`src/rtl/nefs_pkg.sv`:
```
package nefs_pkg;

	// request, result and internal datapath widths
	localparam int REQ_W       = 31;
	localparam int VALUE_WIDTH = 32;
	localparam int OUT_W       = 32;
	localparam int DW          = 35;

	// microprogram size and step labels
	localparam int NSTEPS = 9;
	localparam int PC_W   = $clog2(NSTEPS);

	localparam logic [PC_W-1:0] ST_INIT    = PC_W'(0);
	localparam logic [PC_W-1:0] ST_TEST_P5 = PC_W'(1);
	localparam logic [PC_W-1:0] ST_SET_P3  = PC_W'(2);
	localparam logic [PC_W-1:0] ST_TEST_P3 = PC_W'(3);
	localparam logic [PC_W-1:0] ST_SET_V   = PC_W'(4);
	localparam logic [PC_W-1:0] ST_DBL     = PC_W'(5);
	localparam logic [PC_W-1:0] ST_UPD     = PC_W'(6);
	localparam logic [PC_W-1:0] ST_NEXT_P5 = PC_W'(7);
	localparam logic [PC_W-1:0] ST_DONE    = PC_W'(8);

	// result saturation bound
	localparam logic [DW-1:0] VMAX = DW'((64'd1 << VALUE_WIDTH) - 64'd1);

	typedef enum logic [2:0] {
		COND_NEVER,
		COND_ALWAYS,
		COND_P5_GT_LIM,
		COND_P3_GT_LIM,
		COND_V_LT_REQ
	} cond_t;

	typedef struct packed {
		cond_t           cond;
		logic [PC_W-1:0] target;
		logic            init;
		logic            ld_p3;
		logic            ld_v;
		logic            dbl_v;
		logic            upd_best;
		logic            mul3;
		logic            mul5;
		logic            done;
	} ctrl_word_t;

	typedef struct packed {
		logic p5_gt_lim;
		logic p3_gt_lim;
		logic v_lt_req;
	} dp_flags_t;

endpackage

```
`src/rtl/nefs_ucode.sv`:
```
module nefs_ucode (
	input  logic [nefs_pkg::PC_W-1:0] pc,
	output nefs_pkg::ctrl_word_t      cw
);
	import nefs_pkg::*;

	always_comb begin
		cw        = '0;
		cw.cond   = COND_NEVER;
		cw.target = ST_INIT;
		case (pc)
			ST_INIT: begin
				cw.init = 1'b1;
			end
			ST_TEST_P5: begin
				cw.cond   = COND_P5_GT_LIM;
				cw.target = ST_DONE;
			end
			ST_SET_P3: begin
				cw.ld_p3 = 1'b1;
			end
			ST_TEST_P3: begin
				cw.cond   = COND_P3_GT_LIM;
				cw.target = ST_NEXT_P5;
			end
			ST_SET_V: begin
				cw.ld_v = 1'b1;
			end
			ST_DBL: begin
				cw.cond   = COND_V_LT_REQ;
				cw.target = ST_DBL;
				cw.dbl_v  = 1'b1;
			end
			ST_UPD: begin
				cw.cond     = COND_ALWAYS;
				cw.target   = ST_TEST_P3;
				cw.upd_best = 1'b1;
				cw.mul3     = 1'b1;
			end
			ST_NEXT_P5: begin
				cw.cond   = COND_ALWAYS;
				cw.target = ST_TEST_P5;
				cw.mul5   = 1'b1;
			end
			ST_DONE: begin
				cw.done = 1'b1;
			end
			default: begin
				cw.cond   = COND_ALWAYS;
				cw.target = ST_DONE;
			end
		endcase
	end

endmodule

```
`src/rtl/nefs_seq.sv`:
```
module nefs_seq (
	input  logic                      clk,
	input  logic                      arst_n,
	input  logic                      start,
	input  nefs_pkg::ctrl_word_t      rom_cw,
	input  nefs_pkg::dp_flags_t       flags,
	output logic [nefs_pkg::PC_W-1:0] pc,
	output nefs_pkg::ctrl_word_t      exec_cw,
	output logic                      busy,
	output logic                      done
);
	import nefs_pkg::*;

	logic [PC_W-1:0] pc_q;
	logic            active_q;
	logic            done_q;
	logic            taken;

	always_comb begin
		case (rom_cw.cond)
			COND_NEVER:     taken = 1'b0;
			COND_ALWAYS:    taken = 1'b1;
			COND_P5_GT_LIM: taken = flags.p5_gt_lim;
			COND_P3_GT_LIM: taken = flags.p3_gt_lim;
			COND_V_LT_REQ:  taken = flags.v_lt_req;
			default:        taken = 1'b0;
		endcase
	end

	// idle steps issue a no-op word
	assign exec_cw = active_q ? rom_cw : '0;

	always_ff @(posedge clk or negedge arst_n) begin
		if (!arst_n) begin
			pc_q     <= ST_INIT;
			active_q <= 1'b0;
			done_q   <= 1'b0;
		end else begin
			done_q <= 1'b0;
			if (!active_q) begin
				if (start) begin
					active_q <= 1'b1;
					pc_q     <= ST_INIT;
				end
			end else if (rom_cw.done) begin
				active_q <= 1'b0;
				done_q   <= 1'b1;
				pc_q     <= ST_INIT;
			end else if (taken) begin
				pc_q <= rom_cw.target;
			end else begin
				pc_q <= pc_q + PC_W'(1);
			end
		end
	end

	assign pc   = pc_q;
	assign busy = active_q;
	assign done = done_q;

endmodule

```
`src/rtl/nefs_dp.sv`:
```
module nefs_dp (
	input  logic                       clk,
	input  logic                       load,
	input  logic [nefs_pkg::REQ_W-1:0] size_request,
	input  nefs_pkg::ctrl_word_t       cw,
	output nefs_pkg::dp_flags_t        flags,
	output logic [nefs_pkg::OUT_W-1:0] smooth_size
);
	import nefs_pkg::*;

	logic [REQ_W-1:0] req_q;
	logic [DW-1:0]    lim_q;
	logic [DW-1:0]    p5_q;
	logic [DW-1:0]    p3_q;
	logic [DW-1:0]    v_q;
	logic [DW-1:0]    best_q;
	logic             have_q;
	logic [OUT_W-1:0] out_q;
	logic [DW-1:0]    req_ext;

	assign req_ext = DW'(req_q);

	assign flags.p5_gt_lim = p5_q > lim_q;
	assign flags.p3_gt_lim = p3_q > lim_q;
	assign flags.v_lt_req  = v_q < req_ext;

	always_ff @(posedge clk) begin
		if (load)
			req_q <= size_request;
		if (cw.init) begin
			// no answer is above twice the request (floored at two)
			lim_q  <= (req_q < REQ_W'(2)) ? DW'(4) : (req_ext << 1);
			p5_q   <= DW'(1);
			have_q <= 1'b0;
			best_q <= '0;
		end
		if (cw.ld_p3)
			p3_q <= p5_q;
		if (cw.ld_v)
			v_q <= p3_q << 1;
		if (cw.dbl_v && flags.v_lt_req)
			v_q <= v_q << 1;
		if (cw.upd_best && (!have_q || v_q < best_q)) begin
			best_q <= v_q;
			have_q <= 1'b1;
		end
		if (cw.mul3)
			p3_q <= (p3_q << 1) + p3_q;
		if (cw.mul5)
			p5_q <= (p5_q << 2) + p5_q;
		if (cw.done)
			out_q <= (best_q > VMAX) ? OUT_W'(VMAX) : OUT_W'(best_q);
	end

	assign smooth_size = out_q;

endmodule

```
`src/rtl/next_even_five_smooth.sv`:
```
// next_even_five_smooth: smallest even 2-3-5 smooth size not below a request
//
// command channel: drive size_request and raise start; the transfer happens
// at the rising edge where start is high and busy is low. busy stays high
// while the search runs, and no new command is taken until it drops.
// result channel: smooth_size is valid for exactly one cycle while done is
// high; that cycle's closing edge is the transfer. the receiver cannot stall,
// so it must take the value then. busy is already low in the done cycle, so
// the next command may be issued while the result is still on the port.
// search: a microprogram walks each power of five up to twice the request
// and, under it, each power-of-three multiple up to the same bound; each
// such candidate is doubled, doubled again while below the request and kept
// as the running minimum if smaller. after the last power of five the done
// step runs; done rises in the cycle after it. one item at a time.
// reset: arst_n clears the step counter, busy and done; the datapath
// registers are not reset and are reloaded by every command.
module next_even_five_smooth (
	input  logic                       clk,
	input  logic                       arst_n,
	input  logic                       start,
	output logic                       busy,
	input  logic [nefs_pkg::REQ_W-1:0] size_request,
	output logic                       done,
	output logic [nefs_pkg::OUT_W-1:0] smooth_size
);
	import nefs_pkg::*;

	logic [PC_W-1:0] pc;
	ctrl_word_t      rom_cw;
	ctrl_word_t      exec_cw;
	dp_flags_t       flags;
	logic            load;

	// capture the request on the command transfer
	assign load = start && !busy;

	// control store: one word per microprogram step
	nefs_ucode u_ucode (
		.pc (pc),
		.cw (rom_cw)
	);

	// step counter with conditional jumps on datapath flags
	nefs_seq u_seq (
		.clk     (clk),
		.arst_n  (arst_n),
		.start   (start),
		.rom_cw  (rom_cw),
		.flags   (flags),
		.pc      (pc),
		.exec_cw (exec_cw),
		.busy    (busy),
		.done    (done)
	);

	// candidate generator, doubling loop, running minimum and result register
	nefs_dp u_dp (
		.clk          (clk),
		.load         (load),
		.size_request (size_request),
		.cw           (exec_cw),
		.flags        (flags),
		.smooth_size  (smooth_size)
	);

	// a command transfer always starts the search
	a_start_busy: assert property (@(posedge clk) disable iff (!arst_n)
		start && !busy |=> busy)
		else $error("busy not raised after command transfer");

	// the result strobe lasts a single cycle
	a_done_pulse: assert property (@(posedge clk) disable iff (!arst_n)
		done |=> !done)
		else $error("done held longer than one cycle");

	// done only follows the end of a running search
	a_done_after_busy: assert property (@(posedge clk) disable iff (!arst_n)
		done |-> $past(busy) && !busy)
		else $error("done without a finished search");

	// every result is even and at least two
	a_result_even: assert property (@(posedge clk) disable iff (!arst_n)
		done |-> !smooth_size[0] && (smooth_size != '0))
		else $error("result not an even nonzero size");

endmodule
```
`config.mk`:
```
export PLATFORM = sky130hd
export DESIGN_NAME = next_even_five_smooth
export DESIGN_NICKNAME = d
export VERILOG_FILES = /design/src/rtl/nefs_pkg.sv /design/src/rtl/nefs_ucode.sv /design/src/rtl/nefs_seq.sv /design/src/rtl/nefs_dp.sv /design/src/rtl/next_even_five_smooth.sv
export SDC_FILE = /design/constraint.sdc
export NUM_CORES = 1
export LEC_CHECK = 0
export ABC_CLOCK_PERIOD_IN_PS = 11300
export BUFFER_PORTS_ARGS = -buffer_cell sky130_fd_sc_hd__buf_2
export CAP_MARGIN = 0
export CORE_MARGIN = 3
export CORE_UTILIZATION = 45
export DETAILED_ROUTE_END_ITERATION = 8
export GPL_TIMING_DRIVEN = 0
export PLACE_DENSITY = 0.64
export SYNTH_ARGS = -nofsm -noshare
export SYNTH_HDL_FRONTEND = slang
export SYNTH_SLANG_ARGS = --single-unit
```
`constraint.sdc`:
```
create_clock -name clk -period 11.3 [get_ports clk]
set_input_delay 1.13 -clock clk [delete_from_list [all_inputs] [get_ports clk]]
set_output_delay 1.13 -clock clk [all_outputs]
set_load 0.01 [all_outputs]
```
Word-level counts from Yosys, hierarchy flattened
Cells that the tools add are included.
W data, S select, Z words.

word-level totals
  output and inout bits = 34
  RAM bits = 0
  input port bits = 34
  bits in registers = 243
  logic and storage cells = 74
  memory bits (read-only) = 0
  latch bits = 0
  memories = 0

cells by class
  bitwise operators = 0
  eq/ne operators = 12
  mux-type cells = 27
  $lt $le $gt $ge = 6
  reduce and logical (&&, ||, !) cells = 13
  multiply operators = 0
  divide/modulo/power cells = 0
  shifts and indexed selects = 0
  add/subtract/negate cells = 3

operators with widths
  operator                number
  $mux W35                8
  $add A35 B35 Y35        2
  $gt A35 B35 Y1          2
  $pmux W7 S6             1
  $gt A35 B32 Y1 const B  1
  $lt A35 B31 Y1          1
  $lt A35 B35 Y1          1
  $lt A31 B2 Y1 const B   1
  $eq A4 B3 Y1 const B    4
  $mux W4                 4
  $mux W1                 11
  $reduce_bool A2 Y1      5
  $eq A4 B2 Y1 const B    2
  $mux W8                 1
  $eq A3 B2 Y1 const B    2
  $add A4 B1 Y4 const B   1
  $eq A4 B1 Y1 const B    1
  $eq A4 B4 Y1 const B    1
  $logic_not A4 Y1        1
  $pmux W1 S4             1
  $reduce_or A4 Y1        1
  $eq A3 B1 Y1 const B    1
  $eq A3 B3 Y1 const B    1
  $logic_and A1 B1 Y1     3
  other kinds (3)         4

Longest topological paths before layout
Gate-level depths: netlist (run 1).

  word-level depth = 8
  gate-level depth with buffers = 11
  mapped depth without buffers = 10

Hierarchy
A second synthesis (run 1) with hierarchy kept.

second synthesis, totals
  cells, all modules = 1471
  area, all modules = 15919.0 µm²

modules (own cells, without submodules)
  module                 times used  seq. area each (µm²)  cells an instance  area an instance (µm²)
  nefs_dp                1           6896.6                1391               15255.9
  nefs_seq               1           150.1                 51                 446.7
  nefs_ucode             1           0.0                   28                 202.7
  next_even_five_smooth  1           0.0                   1                  13.8

Least setup slack after synthesis (run 1)
Ideal clock, no wire load.

  path kind = reg2reg
  start point = register u_dp.v_q[20]
  end point = register u_dp.v_q[10] (enable)
  buffers on the path = 0
  clock period less this slack = 3.904 ns
  setup slack = 7.396 ns
  data required time = 10.863 ns
  stages on the path, launching flop included = 8
  data arrival time = 3.468 ns
  setup time = 0.437 ns
  path through = edfxtp_1 -> ha_1 -> a21o_1 -> a21o_1 -> a211oi_1 -> o31ai_1 -> or3_1 -> a21oi_1

on the way
  longest elaborated chain between the ends = 3

ends and longest elaborated chain
  element                       RTL line       RTL
  from (decl)                   nefs_dp.sv:15  logic [DW-1:0] v_q;
  from (signal assigned)        nefs_dp.sv:40  v_q <= p3_q << 1;
  from (signal assigned)        nefs_dp.sv:42  v_q <= v_q << 1;
  $lt A35 B31 Y1                nefs_dp.sv:25  assign flags.v_lt_req = v_q < req_ext;
  $logic_and A1 B1 Y1           nefs_dp.sv:41  if (cw.dbl_v && flags.v_lt_req)
  $reduce_bool A2 Y1 (no line)  --

Every way passes these cells.
A chain may end at the register's enable or synchronous reset.

Final worst setup path (run 1)
  start point = register u_dp.v_q[20]
  end point = register u_dp.best_q[4] (enable)

on the way
  longest elaborated chain between the ends = 4

ends and longest elaborated chain
  element                       RTL line       RTL
  $lt A35 B35 Y1                nefs_dp.sv:43  if (cw.upd_best && (!have_q || v_q < best_q)) begin
  $logic_or A1 B1 Y1            nefs_dp.sv:43
  $logic_and A1 B1 Y1           nefs_dp.sv:43
  $reduce_bool A2 Y1 (no line)  --
  to (signal assigned)          nefs_dp.sv:44  best_q <= v_q;
  to (decl)                     nefs_dp.sv:16  logic [DW-1:0] best_q;

Every way passes these cells.

==> summary.md, run 1 <==
| Metric | Value |
|---|---|
| R2R Path End | u_dp.best_q[4]$_SDFFCE_PN0P_ |
| Syn Area/Cell | 10.6 um^2 |
| Peak VDD IR | 113 uV |
| Slowest cell on the critical path | nand3_2 |
| Worst setup path end | u_dp.best_q[4]$_SDFFCE_PN0P_ |
| Critical path origin | u_dp.v_q[20]$_DFFE_PP_ |
| Number of diodes | 0 |
| Grt total ovfl | 0 |
| Final worst setup slack | 7380 ps |
| Placed instance area | 0.0164 mm^2 |
| Critical Path RT | 11310 ps |
| EDFF count, synth | 229 |
| Unique masters post-synth | 76 |
| Port bufs | 67 |
| RSZ-0062 raised after global routing | no |
| Total Routing Usage GR | 19.5% |
| TritonCTS clock tree | built |
| Slew Limit Fails | 0 |
| Vias in the first global route | 10800 |
| Layout Skew | 6.09 ps |
| CTS H-tree depth | 1 |
| Stages on worst setup path | 10 |
| Die Y | 191 um |
| Worst hold path class | in2async |
| Tmin final | 3920 ps |
| Setup TNS | 0 ps |
| Startpoint Class | register |
| Total routed wirelength | 35400 um |
| Flops & latches, synth | 236 |
| Clk sinks | 236 |
| Starting Density | 45.8% |
| Cell repeated most along the worst path | a21o_1 |
| Synth warn | 0 |
| PD cells | 250 mW/mm^2 |
| Pleak | 7.27 nW |
| PostCTS Resize Cnt | 0 |
| RePlAce Congestion | 0.906 |
| Initial DRC Count | 906 |
| Clk buf depth | 3 |
| Final setup vio count | 0 |
| Post-synth top area cell | edfxtp_1 |
| Final #Nets | 1774 |
| Slowest cell delay on critical path | 750 ps |
| IO Pins | 68 |
| Ys flop type | edfxtp_1 |
| Vias | 11200 |
| Register area share after synthesis | 45.7% |
| Top cell type's share of synthesized area | 44.6% |
| Drt wl/cell | 17.6 um |
| Reg2reg path depth | 10 |
| R2r setup slk | 7380 ps |
| Antenna-violating nets left | 0 |
| Final hold slack | 423 ps |
| # DRC | 0 |
| Initial antenna violation count | 0 |
| Largest cells by area after synthesis | edfxtp_1 45%, ha_1 16%, nand2_1 3.3% |
| Via density per instance | 5.58 |
| Clock latency on the worst-skew pair | 530 ps |
| Crit. End Element | register |
| Worst-margin pin slew | 1270 ps |
| Netlist area before placement | 0.0154 mm^2 |
| Die width | 191 um |
| CP bufs+invs | 1 |
| Largest net degree at the start of global routing | 35 |
| First-pass GRT wire length | 56900 um |
| Cells along the critical path | ha_1, a21o_1, a21o_1, a21oi_1, o21ai_0, a31o_2, a211oi_1, o211ai_1, clkbuf_1, nand3_2 |
| DP Worst Slack | 7330 ps |
| CP top delay family | compound AO/OA/AOI/OAI gates |
| Mapped Cells | 1447 |
| First drt pass iteration count | 5 |
| Fin. Hold Viols | 0 |
| CTS Buf Count | 26 |
| MaxCap Viol Count | 0 |
| Fin crit share | 34.7% |
| Arr. time, crit path | 3930 ps |
| Die area | 0.0365 mm^2 |
| Max frequency | 255 MHz |
| Worst R2R Start | u_dp.v_q[20]$_DFFE_PP_ |
| Share of layout cells above drive strength 1 | 10.2% |
| Rel. slew slack | 15.0% |
| Syn Nets | 1675 |
| Fin area | 0.0172 mm^2 |
| Status | finished, final reports clean |
| Maximum fanout along the worst path | 34 |
| HPWL after detailed placement | 28000 um |
| Setup bufs post-CTS | 0 |
| Synth-to-Final Area Change | 11.8% |
| Core Rows | 67 |
| Post-cts hold buffer count | 0 |
| Clk pin slew, worst setup/hold paths | 60 ps |
| Core ar. | 0.0336 mm^2 |
| Critical path type | reg2reg |
| Async S/R FF share, synth | 2.54% |
| Root Driver | clkbuf_16 |
Yosys cell counts, drive strengths merged (11+ instances only):
| master | n |
|---|---|
| a21boi | 37 |
| edfxtp | 229 |
| o21ai | 61 |
| ha | 193 |
| a211oi | 19 |
| o21a | 15 |
| nor4 | 15 |
| nor2 | 66 |
| nor3 | 22 |
| and2 | 14 |
| o211ai | 12 |
| xnor2 | 17 |
| nand4 | 33 |
| inv | 126 |
| and3 | 11 |
| clkbuf | 60 |
| mux2 | 30 |
| a21oi | 93 |
| a21o | 57 |
| xor2 | 20 |
| nand3 | 28 |
| nand2 | 136 |
| nand2b | 11 |
| o31ai | 11 |
logic make-up (layout without fill, tap and decap cells):
| kind of cell | after synthesis | count (layout) | share of synthesized area, % |
|---|---|---|---|
| XOR/XNOR | 37 | 37 | 2.10 |
| adder cells (fa/ha/maj) | 194 | 194 | 15.8 |
| AO/OA/AOI/OAI | 372 | 372 | 16.2 |
| AND/OR/NAND/NOR | 380 | 380 | 12.1 |
| flip-flops | 236 | 236 | 45.7 |
| buffers and inverters | 192 | 311 | 4.88 |
| multiplexers | 36 | 36 | 3.22 |
routing by layer:
metal	track usage, %	wire, um
met2	32.4	16500
met5	0	0
met4	5.39	931
met3	2.38	1560
met1	27.0	16400
worst min-delay path by stage:
| stage | from | end | cells past startpoint |
|---|---|---|---|
| after floorplan | u_dp.have_q$_SDFFE_PP1P_ | u_dp.have_q$_SDFFE_PP1P_ | 2 |
| after global placement | u_dp.have_q$_SDFFE_PP1P_ | u_dp.have_q$_SDFFE_PP1P_ | 2 |
| after detailed placement | u_dp.have_q$_SDFFE_PP1P_ | u_dp.have_q$_SDFFE_PP1P_ | 2 |
| after CTS | arst_n | u_seq.busy$_DFF_PN0_ | 1 |
| after global routing | arst_n | u_seq.done$_DFF_PN0_ | 1 |
| final | arst_n | u_seq.done$_DFF_PN0_ | 1 |
report_power, final:
part | internal [mW] | total (mW) | switching (mW)
Sequential | 1.32 | 1.51 | 0.188
Clock | 0.458 | 0.809 | 0.351
Combinational | 0.798 | 1.99 | 1.19
final cells by class:
class | instances | area (um^2)
Clock buffer | 30 | 687
Fill cell | 2941 | 16400
Sequential cell | 236 | 7050
Buffer | 66 | 279
Tap cell | 448 | 561
Clock inverter | 18 | 123
Inverter | 126 | 473
Multi-Input combinational cell | 1019 | 7630
Timing Repair Buffer | 71 | 430
worst register-to-register path, stage by stage (launching register included):
cell and delay [ps]:
edfxtp_1 450, ha_1 330, a21o_1 110, a21o_1 100, a21oi_1 60, o21ai_0 170
a31o_2 230, a211oi_1 100, o211ai_1 680, clkbuf_1 410, nand3_2 750
through the flow:
step / power [mW] / std cells / util (%)
after global placement: 3.41 / 1962 / 48.5
after global routing: 4.68 / 2014 / 51.3
after detailed placement: 3.50 / 1966 / 48.9
after floorplan: 2.97 / 1447 / -
final: 4.31 / 2014 / 51.3
after CTS: 4.32 / 2014 / 51.3
placed cells by master, fill, tap and decap left out, drive strengths merged, types with 4 or more instances in the layout:
| master | count |
|---|---|
| nor2 | 66 |
| o21ai | 61 |
| xnor2 | 17 |
| o21a | 15 |
| ha | 193 |
| mux2i | 6 |
| a31oi | 10 |
| o21bai | 6 |
| edfxtp | 229 |
| a221oi | 5 |
| a21o | 57 |
| nor3 | 22 |
| and2 | 14 |
| nand2 | 136 |
| nand3b | 4 |
| clkinv | 16 |
| mux2 | 30 |
| clkbuf | 90 |
| a211o | 8 |
| and3 | 11 |
| a211oi | 19 |
| or4 | 5 |
| a21boi | 37 |
| nand4 | 33 |
| xor2 | 20 |
| o31a | 4 |
| o211ai | 12 |
| nor3b | 10 |
| dfrtp | 6 |
| nor2b | 10 |
| nand2b | 11 |
| a21oi | 93 |
| nand3 | 28 |
| or2 | 6 |
| o31ai | 11 |
| inv | 126 |
| buf | 77 |
| nor4 | 15 |
sequential cells by signal, indices dropped and copies added, names as in the netlist, 4 cells and up:
register and count:
u_dp.best_q 34, u_dp.lim_q 31, u_dp.p3_q 34, u_dp.p5_q 33
u_dp.req_q 31, u_dp.smooth_size 32, u_dp.v_q 34, u_seq.pc 4
Power figures use the tool's default switching activity.
==> inputs of run 2 (changes only) <==
--- a/config.mk
+++ b/config.mk
@@ -5,14 +5,15 @@
 export SDC_FILE = /design/constraint.sdc
 export NUM_CORES = 1
 export LEC_CHECK = 0
-export ABC_CLOCK_PERIOD_IN_PS = 11300
+export ABC_AREA = 1
+export ABC_CLOCK_PERIOD_IN_PS = 3600
 export BUFFER_PORTS_ARGS = -buffer_cell sky130_fd_sc_hd__buf_2
 export CAP_MARGIN = 0
 export CORE_MARGIN = 3
 export CORE_UTILIZATION = 45
 export DETAILED_ROUTE_END_ITERATION = 8
 export GPL_TIMING_DRIVEN = 0
-export PLACE_DENSITY = 0.64
+export PLACE_DENSITY = 0.67
 export SYNTH_ARGS = -nofsm -noshare
 export SYNTH_HDL_FRONTEND = slang
 export SYNTH_SLANG_ARGS = --single-unit
==> constraint.sdc (replaced) <==
create_clock -name clk -period 3.6 [get_ports clk]
set_input_delay 0.36 -clock clk [delete_from_list [all_inputs] [get_ports clk]]
set_output_delay 0.36 -clock clk [all_outputs]
set_load 0.01 [all_outputs]
==> summary.md, run 2 <==
| Metric | Value |
|---|---|
| Compound-Gate Fraction of Synth Area | 12.2% |
| Initial antenna violation count | 0 |
| Synth-to-Final Area Change | 14.4% |
| Syn Area/Cell | 8.54 um^2 |
| Placed cell count | 2423 |
| Fin crit share | 89.9% |
| Syn Nets | 2122 |
| Clk pin slew, worst setup/hold paths | 60 ps |
| Largest family of logic cells by synthesized area | simple AND/OR/NAND/NOR gates |
| TritonCTS clock tree | built |
| # fillers | 3154 |
| Die width | 196 um |
| Cells along the critical path | ha_1, nand2_1, nor2_1, nand2_1, nor4_2, o2111ai_1, nand3_1, nand2_1, nand2_2, buf_4, nand2_2 |
| CTS H-tree depth | 1 |
| Maximum fanout along the worst path | 34 |
| Core ar. | 0.0350 mm^2 |
| Final hold slack | 121 ps |
| Final setup vio count | 0 |
| Async S/R FF share, synth | 2.54% |
| Via density per instance | 5.32 |
| Post-route total power | 13.5 mW |
| CTS Buf Count | 28 |
| Share of layout cells above drive strength 1 | 9.31% |
| Top cell type's share of synthesized area | 42.5% |
| Non-Filler Instances | 2507 |
| PD cells | 728 mW/mm^2 |
| Cell repeated most along the worst path | nand2_1 |
| Netlist area before placement | 0.0162 mm^2 |
| Clk buf depth | 3 |
| Worst hold path class | in2reg |
| Vias in the first global route | 13400 |
| Tmin final | 3240 ps |
| Status | finished, final reports clean |
| Grt total ovfl | 0 |
| Setup TNS | 0 ps |
| Ys flop type | edfxtp_1 |
| Slew Limit Fails | 0 |
| Most frequent cells after synthesis | 427 x nand2_1, 284 x inv_1, 229 x edfxtp_1 |
| Most common cell after layout, fill and taps aside | nand2_1 |
| Clk sinks | 236 |
| Worst-margin pin slew | 941 ps |
| Fin. Hold Viols | 0 |
| Largest net degree at the start of global routing | 35 |
| Starting Density | 46.2% |
| Startpoint Class | register |
| Die area | 0.0382 mm^2 |
| Cell with the most instances after synthesis | nand2_1 |
| Largest cells by area after synthesis | edfxtp_1 43%, ha_1 15%, nand2_1 9.9% |
| R2r setup slk | 360 ps |
| Total routed wirelength | 41500 um |
| Peak VDD IR | 566 uV |
| Mapped Cells | 1894 |
| Clock latency on the worst-skew pair | 550 ps |
| Post-synth top area cell | edfxtp_1 |
| Flops & latches, synth | 236 |
| Final #Nets | 2258 |
| Pleak | 8.36 nW |
| Drt wl/cell | 16.6 um |
| Slowest cell on the critical path | nand2_2 |
| Critical path type | reg2reg |
| First-pass GRT wire length | 66600 um |
| Port bufs | 67 |
| Footprint of the multi-input gates | 0.00780 mm^2 |
| MaxCap Viol Count | 0 |
| Crit. End Element | register |
| Sequential Area | 0.00705 mm^2 |
| Number of diodes | 0 |
| # DRC | 0 |
| RePlAce Congestion | 0.940 |
| Slowest cell delay on critical path | 440 ps |
| Unique masters post-synth | 54 |
| Total Routing Usage GR | 21.5% |
| Critical Path RT | 3720 ps |
| Multiplexer share of the synthesized area | 0% |
| Root Driver | clkbuf_16 |
| Antenna-violating nets left | 0 |
| Layout Skew | 19.9 ps |
| EDFF count, synth | 229 |
| Xor-xnor portion of the synthesized cell area | 0.921% |
| Arr. time, crit path | 3350 ps |
| Synth Area in Simple Gates | 19.8% |
| HPWL after detailed placement | 33100 um |
| Synth Area in Adders | 15.1% |
| RSZ-0062 raised after global routing | no |
| Vias | 13300 |
| Register area share after synthesis | 43.6% |
| IO Pins | 68 |
| Initial DRC Count | 1056 |
| Die Y | 196 um |
| Max frequency | 309 MHz |
| First drt pass iteration count | 5 |
| Core Rows | 68 |
| Rel. slew slack | 37.1% |
| Largest regs | u_dp.best_q x34, u_dp.p3_q x34, u_dp.v_q x34 |
| Most frequent cells in the layout | 425 x nand2_1, 284 x inv_1, 229 x edfxtp_1 |
| Synth warn | 0 |
==> run 2: final timing paths <==
path	depth (start not counted)	to	from
worst max-delay path	11	u_dp.best_q[24]$_SDFFCE_PN0P_	u_dp.v_q[30]$_DFFE_PP_
worst min-delay path	4	u_seq.pc[2]$_DFFE_PN0P_	start
worst max register to register	11	u_dp.best_q[24]$_SDFFCE_PN0P_	u_dp.v_q[30]$_DFFE_PP_
worst min register to register	2	u_dp.have_q$_SDFFE_PP1P_	u_dp.have_q$_SDFFE_PP1P_
max in group asynchronous	2	u_seq.pc[3]$_DFFE_PN0P_	arst_n
min in group asynchronous	2	u_seq.done$_DFF_PN0_	arst_n
==> run 2: cell families after synthesis <==
logic type	count (synthesis)
buffers and inverters	343
AND/OR/NAND/NOR	761
adder cells (fa/ha/maj)	194
AO/OA/AOI/OAI	343
XOR/XNOR	17
flip-flops	236
==> run 2: cell type report <==
class	count	area share [%]
multi-input cells	1315	42.2
flip-flops and latches	236	38.1
inverters	290	5.89
clock buffers	37	4.13
repair buffers	106	4.08
well taps	455	3.08
plain buffers	53	1.48
clock inverters	15	1.04
==> run 2: metrics by stage <==
stage / area [um^2] / utilization (%) / worst slack (ps)
final: 18500 / 52.9 / 364
after global routing: 18500 / 52.9 / 158
after detailed placement: 17200 / 49.2 / -174
after floorplan: 16200 / - / 49.9
after global placement: 17100 / 48.8 / -1450
after CTS: 18500 / 52.9 / 271
==> run 2: power breakdown <==
group / switching [mW] / internal [mW] / leakage, nW / total, mW
Clock: 1.16 / 1.78 / 0.462 / 2.94
Combinational: 3.97 / 2.08 / 5.72 / 6.04
Sequential: 0.496 / 3.98 / 2.18 / 4.47
Total: 5.62 / 7.84 / 8.36 / 13.5
==> run 2: repair_timing <==
action	4_1_cts	5_1_grt
hold buffers	32	0
gates resized for setup	1	0
endpoints found under the hold margin	37	0
endpoints found under the setup margin	34	0
setup buffers	0	0
==> run 2: layer usage <==
layer / global-route usage [%] / wire, um / vias to the layer above
met5: 0 / 0 / -
met4: 7.29 / 1500 / 0
met3: 2.31 / 2160 / 82
met2: 37.8 / 20100 / 339
met1: 27.6 / 17800 / 6241
li1: - / - / 6666
==> run 2: critical path: cells and delay by family, from the launching register on <==
kind | cells | cell delay (ps)
DFF | 1 | 430
and+or+nand+nor | 8 | 1570
AOI/OAI and AO/OA | 1 | 240
buffers and inverters | 1 | 230
adders and majority gates | 1 | 320
